**src/imhpq_pkg.sv**
```systemverilog
// Shared types and constants of the indexed min-heap priority queue.
package imhpq_pkg;

	// Fixed field widths of the stream beats.
	localparam int ModeBits    = 2;
	localparam int HdlBits     = 10;
	localparam int KeyInBits   = 32;
	localparam int StatusBits  = 3;
	localparam int CountBits   = 11;
	localparam int InDataBits  = 48;
	localparam int OutDataBits = 56;

	typedef enum logic [ModeBits-1:0] {
		MD_INSERT  = 2'd0,
		MD_EXTRACT = 2'd1,
		MD_SETKEY  = 2'd2,
		MD_DELETE  = 2'd3
	} mode_t;

	typedef enum logic [StatusBits-1:0] {
		ST_OK      = 3'd0,
		ST_EMPTY   = 3'd1,
		ST_FULL    = 3'd2,
		ST_ABSENT  = 3'd3,
		ST_PRESENT = 3'd4
	} status_t;

	// Datapath operations issued by the controller, one per cycle.
	typedef enum logic [4:0] {
		DP_NOP,
		DP_CLEAR,
		DP_LOAD,
		DP_INS,
		DP_SETKEY,
		DP_DEL_SLOT,
		DP_DEL_ROOT,
		DP_ORIG,
		DP_PUP_WR,
		DP_REMOVE,
		DP_LAST,
		DP_DN_RDL,
		DP_DN_L,
		DP_DN_R,
		DP_UP_RD,
		DP_UP_CMP,
		DP_PLACE,
		DP_EMIT
	} dp_op_t;

	typedef struct packed {
		dp_op_t  op;
		status_t status;
	} dp_cmd_t;

	typedef struct packed {
		logic clr_done;
		logic in_range;
		logic present;
		logic full;
		logic empty;
		logic i_zero;
		logic p_zero;
		logic count_one;
		logic l_in;
		logic up_move;
		logic dn_stop;
		logic out_busy;
	} dp_stat_t;

	typedef enum logic [3:0] {
		S_CLEAR,
		S_IDLE,
		S_LOOK,
		S_ORIG,
		S_PUP,
		S_REMOVE,
		S_LAST,
		S_DN_RDL,
		S_DN_L,
		S_DN_R,
		S_UP_RD,
		S_UP_CMP,
		S_PLACE,
		S_FINISH
	} state_t;

endpackage

```
**src/imhpq_ctrl.sv**
```systemverilog
// Controller state machine that sequences lookups, sifts and result beats.
module imhpq_ctrl import imhpq_pkg::*; (
	input  logic                clk,
	input  logic                arst_n,
	input  logic                s_tvalid,
	input  logic [ModeBits-1:0] s_mode,
	output logic                s_tready,
	output dp_cmd_t             cmd,
	input  dp_stat_t            st
);

	state_t  state_q, state_d;
	mode_t   mode_q;
	status_t status_q, status_d;

	// State, mode and result status registers.
	always_ff @(posedge clk or negedge arst_n) begin
		if (!arst_n) begin
			state_q  <= S_CLEAR;
			mode_q   <= MD_INSERT;
			status_q <= ST_OK;
		end else begin
			state_q  <= state_d;
			status_q <= status_d;
			if (state_q == S_IDLE && s_tvalid) begin
				mode_q <= mode_t'(s_mode);
			end
		end
	end

	// Next state and datapath commands.
	always_comb begin
		state_d    = state_q;
		status_d   = status_q;
		s_tready   = 1'b0;
		cmd.op     = DP_NOP;
		cmd.status = ST_OK;
		case (state_q)
			S_CLEAR: begin
				cmd.op = DP_CLEAR;
				if (st.clr_done) begin
					state_d = S_IDLE;
				end
			end
			S_IDLE: begin
				s_tready = 1'b1;
				if (s_tvalid) begin
					cmd.op   = DP_LOAD;
					status_d = ST_OK;
					state_d  = S_LOOK;
				end
			end
			S_LOOK: begin
				case (mode_q)
					MD_INSERT: begin
						if (!st.in_range) begin
							status_d = ST_ABSENT;
							state_d  = S_FINISH;
						end else if (st.present) begin
							status_d = ST_PRESENT;
							state_d  = S_FINISH;
						end else if (st.full) begin
							status_d = ST_FULL;
							state_d  = S_FINISH;
						end else begin
							cmd.op  = DP_INS;
							state_d = S_UP_RD;
						end
					end
					MD_EXTRACT: begin
						if (st.empty) begin
							status_d = ST_EMPTY;
							state_d  = S_FINISH;
						end else begin
							cmd.op  = DP_DEL_ROOT;
							state_d = S_ORIG;
						end
					end
					MD_SETKEY: begin
						if (!st.in_range || !st.present) begin
							status_d = ST_ABSENT;
							state_d  = S_FINISH;
						end else begin
							cmd.op  = DP_SETKEY;
							state_d = S_UP_RD;
						end
					end
					default: begin
						if (!st.in_range || !st.present) begin
							status_d = ST_ABSENT;
							state_d  = S_FINISH;
						end else begin
							cmd.op  = DP_DEL_SLOT;
							state_d = S_ORIG;
						end
					end
				endcase
			end
			S_ORIG: begin
				cmd.op  = DP_ORIG;
				state_d = st.i_zero ? S_REMOVE : S_PUP;
			end
			S_PUP: begin
				cmd.op  = DP_PUP_WR;
				state_d = st.p_zero ? S_REMOVE : S_PUP;
			end
			S_REMOVE: begin
				cmd.op  = DP_REMOVE;
				state_d = st.count_one ? S_FINISH : S_LAST;
			end
			S_LAST: begin
				cmd.op  = DP_LAST;
				state_d = S_DN_RDL;
			end
			S_DN_RDL: begin
				if (st.l_in) begin
					cmd.op  = DP_DN_RDL;
					state_d = S_DN_L;
				end else begin
					cmd.op  = DP_PLACE;
					state_d = S_FINISH;
				end
			end
			S_DN_L: begin
				cmd.op  = DP_DN_L;
				state_d = S_DN_R;
			end
			S_DN_R: begin
				cmd.op  = DP_DN_R;
				state_d = st.dn_stop ? S_FINISH : S_DN_RDL;
			end
			S_UP_RD: begin
				if (st.i_zero) begin
					cmd.op  = DP_PLACE;
					state_d = S_FINISH;
				end else begin
					cmd.op  = DP_UP_RD;
					state_d = S_UP_CMP;
				end
			end
			S_UP_CMP: begin
				cmd.op = DP_UP_CMP;
				if (!st.up_move) begin
					state_d = S_FINISH;
				end else if (st.p_zero) begin
					state_d = S_PLACE;
				end
			end
			S_PLACE: begin
				cmd.op  = DP_PLACE;
				state_d = S_FINISH;
			end
			S_FINISH: begin
				if (!st.out_busy) begin
					cmd.op     = DP_EMIT;
					cmd.status = status_q;
					state_d    = S_IDLE;
				end
			end
			default: begin
				state_d = S_IDLE;
			end
		endcase
	end

endmodule

```
**config.mk**
```make
export PLATFORM = sky130hd
export DESIGN_NAME = imhpq_ctrl
export DESIGN_NICKNAME = d
export VERILOG_FILES = /design/src/imhpq_pkg.sv /design/src/imhpq_ctrl.sv
export SDC_FILE = /design/constraint.sdc
export NUM_CORES = 1
export LEC_CHECK = 0
export ABC_AREA = 1
export BUFFER_PORTS_ARGS = -buffer_cell sky130_fd_sc_hd__buf_2
export CAP_MARGIN = 10
export CORE_MARGIN = 2
export CORE_UTILIZATION = 52
export DETAILED_ROUTE_END_ITERATION = 16
export HOLD_SLACK_MARGIN = 0.12
export PLACE_DENSITY = 0.79
export SYNTH_ARGS = -nofsm -noshare
export SYNTH_HDL_FRONTEND = slang
export SYNTH_SLANG_ARGS = --single-unit
```
**constraint.sdc**
```tcl
create_clock -name clk -period 1.75 [get_ports clk]
set_clock_uncertainty 0.2 [all_clocks]
set_input_delay 0.0875 -clock clk [delete_from_list [all_inputs] [get_ports clk]]
set_output_delay 0.0875 -clock clk [all_outputs]
set_load 0.1 [all_outputs]
```
==> flow_summary.ini, run 1 <==
[placed_design]
place_worst_setup_slack_ps = 83.5
place_area_mm2 = 0.00137
hpwl_mm = 2.50
port_buffers = 25
place_congestion = 0.928

[clocking]
cts_htree_levels = 1
clock_sinks = 9
cts-root-buf = clkbuf_4
cts_buffer_depth = 2
cts_made_buffers = 3

[floorplan]
die_h_um = 47.5
io_pins = 26
rows = 15
die_x_um = 47.5
start_util_pct = 56.4

[outcome]
outcome = did not finish
lastStage = global routing (5_1_grt)
stop_error = [ERROR GRT-0232] Routing congestion too high. Check the congestion heatmap in the GUI.

[yosys]
synth_seq_cells = 9
synthesis.area_um2 = 985
yosysTopAreaCell = nand2_1
netlist_instances = 177
seq_area_frac_synth_pct = 22.9
syn_avg_cell_area_um2 = 5.56
yosys.area.top_type_share_pct = 25.9
synthTopCellsByArea = nand2_1 (26%), dfrtp_1 (23%), nor2_1 (11%)
synth_top_flop_cell = dfrtp_1
ys_warn_count = 0
synth_cell_types = 18
async_flop_share_pct = 100
synth_edf_count = 0
synth_nets = 194

[global_route]
grt_use_total_pct = 74.2
grt_overflow_total = 59
grt_max_degree = 10

[sta]
worstEndpointType = output port
timing.grt.repair.worst_endpoint = cmd[3]
## timing repair
action / in CTS
endpoints found under the setup margin: 8
setup buffers: 6
gates resized for setup: 26
gates cloned: 0
hold endpoints to repair: 17
pin swaps: 6
hold buffers: 11
## layer usage
layer,global-route usage [%],overflow
met4,87.8,15
met1,66.9,1
met2,104,43
met3,46.8,0
met5,0,0
## logic make-up after synthesis
logic type / share of synthesized area (%)
AO/OA/AOI/OAI: 7.88
buffers and inverters: 8.01
flip-flops: 22.9
AND/OR/NAND/NOR: 61.2
## per-stage QoR
stage	instances	utilization [%]	hold WS [ps]
floorplan	177	-	-408
global placement	233	78.7	-252
detailed placement	233	78.7	-252
CTS	254	93.7	43.9
## Yosys cell counts, types with 3 or more instances
master / instances
nand2_2: 7
nor2_1: 30
nor2_4: 3
nor2_2: 5
nand4_1: 4
nand3_1: 15
a21oi_1: 4
o21ai_0: 5
nand2_1: 68
inv_2: 5
inv_1: 16
dfrtp_1: 9
==> run 2, diff against run 1 <==
- CORE_AREA: default -> 2 2 63 65
- CORE_MARGIN: 2 -> default
- CORE_UTILIZATION: 52 -> default
- DIE_AREA: default -> 0 0 65 67
- HOLD_SLACK_MARGIN: 0.12 -> default
- PLACE_DENSITY: 0.79 -> default
- PLACE_DENSITY_LB_ADDON: default -> 0.15
==> flow_summary.ini, run 2 <==
[finish]
fin_cells = 282
fin_area_mm2 = 0.00174
antennaDiodeCount = 0
area_growth_pct = 76.9
regMostFlops = state_q
final_cell_mix = nand2_1 (53), nor2_1 (23), buf_4 (19), nand2_2 (18), buf_2 (16)
final_common_cell = nand2_1
drive_above_1_share_pct = 44.9
largest_reg_flops = 4
layout.nets = 252
reg_top3 = state_q: 4 flops, status_q: 3 flops, mode_q: 2 flops

[sta]
slew-limit-headroom_pct = 81.1
finalSetupTns_ps = -342
layout_min_cycle_time_ps = 1830
finalSetupViolCount = 5
finalHoldViolations = 0
fmax_mhz = 546
finalWorstSetupSlack_ps = -80.7
rsz0062_at_grt = yes
tightest_slew_ps = 283
period_share_pct = 105
slew_viol_final = 0

[drt]
drc_errors = 0
drtPass1Iterations = 4
finalWirelength_mm = 3.25
vias = 1306
drt-wirelength-per-cell_um = 11.5
first_iter_violations = 53
viasPerCell = 4.63
drtAntennaViolNets = 0

[flow_run]
maxCapViolCount = 0

[hold_path]
hold_class = in -> reg
hold_path_depth = 5

[global_route]
grt_use_total_pct = 15.4
grt_max_degree = 10
grt_pass1_wl_mm = 5.15
use_met1_pct = 19.6
antenna_found_initial = 0
grt_overflow_total = 0
use_met2_pct = 26.7
grt-busiest-layer = met2
grtUsageMet3_pct = 3.21
grt_pass1_vias = 1191

[yosys]
yosysTopAreaCell = nand2_1
ys_warn_count = 0
synth_top_flop_cell = dfrtp_1
synth_nets = 194
synthTopCellsByArea = nand2_1 (26%), dfrtp_1 (23%), nor2_1 (11%)
synth_edf_count = 0
synth_seq_cells = 9
netlist_instances = 177
seq_area_frac_synth_pct = 22.9
synth_most_common_cell = nand2_1
async_flop_share_pct = 100
synthTopCellsByCount = nand2_1 (68), nor2_1 (30), inv_1 (16)
synth_cell_types = 18
synthesis.area_um2 = 985
yosys.area.top_type_share_pct = 25.9
syn_avg_cell_area_um2 = 5.56

[outcome]
violations = setup timing
outcome = finished, violations left

[floorplan]
die_h_um = 67
rows = 22
start_util_pct = 27.3
coreArea_mm2 = 0.00361
die_x_um = 65
dieArea_mm2 = 0.00436
io_pins = 26

[placed_design]
hpwl_mm = 2.51
port_buffers = 25
place_area_mm2 = 0.00142
place_congestion = 0.946
place_inst = 258

[worst_setup_path]
crit_path_end_kind = output pin
critPathLaunchType = register
ff2ff_path_depth = 8
arrival_ps = 1540
crit_top_cell = nand2_2
crit_required_ps = 1460
path_class = reg -> out
slowest_delay_ps = 470
path_cells = nand2_2 > inv_1 > nand2_2 > inv_2 > nand2_1 > nand4_1 > buf_12
crit_fanout = 6
critPathSlowestCell = dfrtp_2

[power]
power_frac_seq_pct = 13.8
power.share.clock_pct = 6.9
p_int_mw = 1.50
vdd.ir_drop.worst_mv = 1.16
total_power_mw = 3.45
leakagePower_nw = 0.910
netSwitchingFraction_pct = 56.4
power_density_mw_per_mm2 = 1980
pwr-share-comb_pct = 79.3
p_sw_mw = 1.95

[clocking]
clock_sinks = 9
cts_buffer_depth = 2
clock_latency_ps = 230
cts_tree = yes
cts-root-buf = clkbuf_8
cts_made_buffers = 3
clk_pin_slew_worst_paths_ps = 50
cts_htree_levels = 1
[run 2: cell counts after synthesis]
No cell type changed its count.
[run 2: cells by family (layout without fill, tap and decap cells)]
group	after synthesis	after routing	synth area share, %
flops	9	9	22.9
compound gates	13	13	7.88
simple gates	134	134	61.2
buf+inv	21	78	8.01
[run 2: per-layer routing]
| metal | vias to the layer above | wire [um] |
|---|---|---|
| li1 | 677 | - |
| met1 | 576 | 1400 |
| met2 | 49 | 1630 |
| met3 | 4 | 183 |
| met4 | 0 | 39 |
| met5 | - | 0 |
[run 2: repair_timing]
item	4_1_cts	5_1_grt
setup buffers	9	4
setup endpoints to repair	6	9
hold endpoints to repair	15	0
resized for setup	26	9
hold buffers	7	0
pin swaps	8	5
[run 2: final timing paths]
path                                  start     endpoint  slack, ps
min in group asynchronous            arst_n   state_q[0]         40
max in group asynchronous            arst_n   state_q[2]       1110
worst min-delay path                  st[1]   state_q[3]         30
worst max register to register   state_q[2]   state_q[1]         10
worst min register to register  status_q[2]  status_q[2]        270
worst max-delay path             state_q[2]       cmd[3]        -80
[run 2: power by group through the flow]
stage          sequential, mW  clock [mW]  combinational, mW
2_1_floorplan           0.422           0               1.57
3_3_place_gp            0.442           0               2.43
3_5_place_dp            0.445           0               2.39
4_1_cts                 0.476       0.243               2.62
5_1_grt                 0.493       0.258               2.91
6_report                0.476       0.236               2.74
[run 2: worst max-delay path: cells and delay by family, from the launching register on]
| family | cells | cell delay, ps |
|---|---|---|
| buf+inv | 3 | 340 |
| flops | 1 | 470 |
| simple gates | 4 | 500 |
[run 2: final cells by class]
class	instances	area [um^2]
timing repair buffer	53	495
tap	48	60.1
inverter	21	88.8
sequential	9	230
clock buffer	4	45.0
multi-input combinational	147	822
fill	375	1860
[run 2: per-stage QoR]
stage | utilization [%] | setup slack (ps) | hold WS, ps
6_report | 48.3 | -80.7 | 35.0
5_1_grt | 48.3 | -158 | 67.2
4_1_cts | 46.7 | -84.8 | 31.5
3_5_place_dp | 39.3 | 32.9 | -245
3_3_place_gp | 39.3 | -54.8 | -239
2_1_floorplan | - | -295 | -408
Note: power is estimated with default switching activity, not from simulation.
==> run 3, diff against run 2 <==
- clock period: 1.75 -> 1.6 ns (I/O delays scaled with it)
==> flow_summary.ini, run 3 (synthesized netlist as in run 2, its figures left out) <==
[finish]
area_growth_pct = 95.2
layout.nets = 266
regMostFlops = state_q
largest_reg_flops = 4
fin_cells = 296
fillerInstances = 335
antennaDiodeCount = 0
drive_above_1_share_pct = 50.8
final_common_cell = nand2_1
reg_top3 = state_q: 4 flops, status_q: 3 flops, mode_q: 2 flops
final_core_util_pct = 53.3
final_cell_mix = nand2_1 (52), buf_4 (29), nor2_1 (21), nand2_2 (17), buf_2 (16)

[worst_setup_path]
crit_path_end_kind = output pin
critPathLaunchType = register
crit_fanout = 6
arrival_ps = 1570
path_cells = nor2_4 > nand2_1 > nand2_2 > a211oi_2 > nand4_1 > buf_12
critPathSlowestCell = dfrtp_2
path_class = reg -> out
regToRegStartpoint = state_q[0]
crit_required_ps = 1320
crit_path_start = state_q[2]
slowest_delay_ps = 510

[power]
power_density_mw_per_mm2 = 2180
leakagePower_nw = 0.984
vdd.ir_drop.worst_mv = 1.93

[global_route]
grt_use_total_pct = 16.7
antenna_found_initial = 0
grt_pass1_wl_mm = 5.60
grt_pass1_vias = 1265
grt_max_degree = 10
grt_overflow_total = 0

[sta]
finalWorstSetupSlack_ps = -249
finalSetupViolCount = 16
finalHoldViolations = 0
layout_min_cycle_time_ps = 1850
tightest_slew_ps = 285
fmax_mhz = 541
slew-limit-headroom_pct = 81.0
slew_viol_final = 0
period_share_pct = 116
finalSetupTns_ps = -2200
rsz0062_at_grt = yes

[drt]
viasPerCell = 4.58
drtPass1Iterations = 4
drt-wirelength-per-cell_um = 11.7
drc_errors = 0
finalWirelength_mm = 3.45
vias = 1355
first_iter_violations = 57
drtAntennaViolNets = 0

[floorplan]
start_util_pct = 27.3
die_x_um = 65
dieArea_mm2 = 0.00436
io_pins = 26
coreArea_mm2 = 0.00361
die_h_um = 67
rows = 22

[clocking]
cts_htree_levels = 1
clock_sinks = 9
cts_tree = yes
cts_made_buffers = 3
cts_buffer_depth = 2
cts-root-buf = clkbuf_8
clk_pin_slew_worst_paths_ps = 40
clock_latency_ps = 230

[placed_design]
place_inst = 274
place_worst_setup_slack_ps = -88.1
place_congestion = 0.869
hpwl_mm = 2.64
port_buffers = 25

[flow_run]
maxCapViolCount = 0

[outcome]
violations = setup timing
outcome = finished, violations left

[hold_path]
hold_class = in -> reg
worstHoldStart = st[0]
## run 3: cell types whose count changed in the layout (fill, tap and decap cells not counted), sizes merged
cell	change
buf	+15
dlygate4sd3	-1
## run 3: worst max-delay path: cells and delay by family, from the launching register on
family                 cells  cell delay (ps)
AO/OA/AOI/OAI              1              150
buffers and inverters      1              210
flip-flops                 1              510
AND/OR/NAND/NOR            4              470
## run 3: timing repair
item                                   4_1_cts  5_1_grt
pin swaps                                    7       24
setup buffers                                4        8
endpoints found under the hold margin       14        0
resized for setup                           22       28
setup endpoints to repair                   12       16
hold buffers                                 6        0
cloned                                       0        0
## run 3: path summary, 6_finish.rpt
kind / end / slack [ps] / cells past startpoint
max: cmd[3] / -250 / 6
min: state_q[2] / 30 / 4
max reg2reg: state_q[2] / -210 / 10
min reg2reg: status_q[2] / 260 / 2
max in group asynchronous: state_q[0] / 950 / 2
min in group asynchronous: state_q[3] / 40 / 2
## run 3: final cells by class
cell class	count	area [um^2]	share of cell area (%)
clock buffer	4	45.0	2.34
inverter	21	83.8	4.36
multi-input combinational	147	877	45.6
sequential	9	230	12.0
tap	48	60.1	3.13
timing repair buffer	67	626	32.6
## run 3: metal layers
metal / track usage, % / up-vias / routed length (um)
met2: 29.5 / 41 / 1680
met1: 21.7 / 606 / 1500
li1: - / 700 / -
met4: 1.86 / 0 / 102
met5: 0 / - / 0
met3: 3.21 / 8 / 176
## run 3: where the power goes
| group | switching, mW | leakage [nW] | internal (mW) |
|---|---|---|---|
| registers | 0.161 | 0.111 | 0.343 |
| clock network | 0.0837 | 0.0228 | 0.173 |
| logic | 2.03 | 0.850 | 1.40 |
| total | 2.27 | 0.984 | 1.92 |
## run 3: per-stage QoR
step | total power [mW] | hold slack [ps] | instance area, um^2
global placement | 3.36 | -250 | 1550
global route | 4.46 | 55.6 | 1920
detailed placement | 3.33 | -249 | 1550
CTS | 3.82 | 29.5 | 1750
finish | 4.19 | 26.0 | 1920
floorplan | 2.19 | -416 | 1040
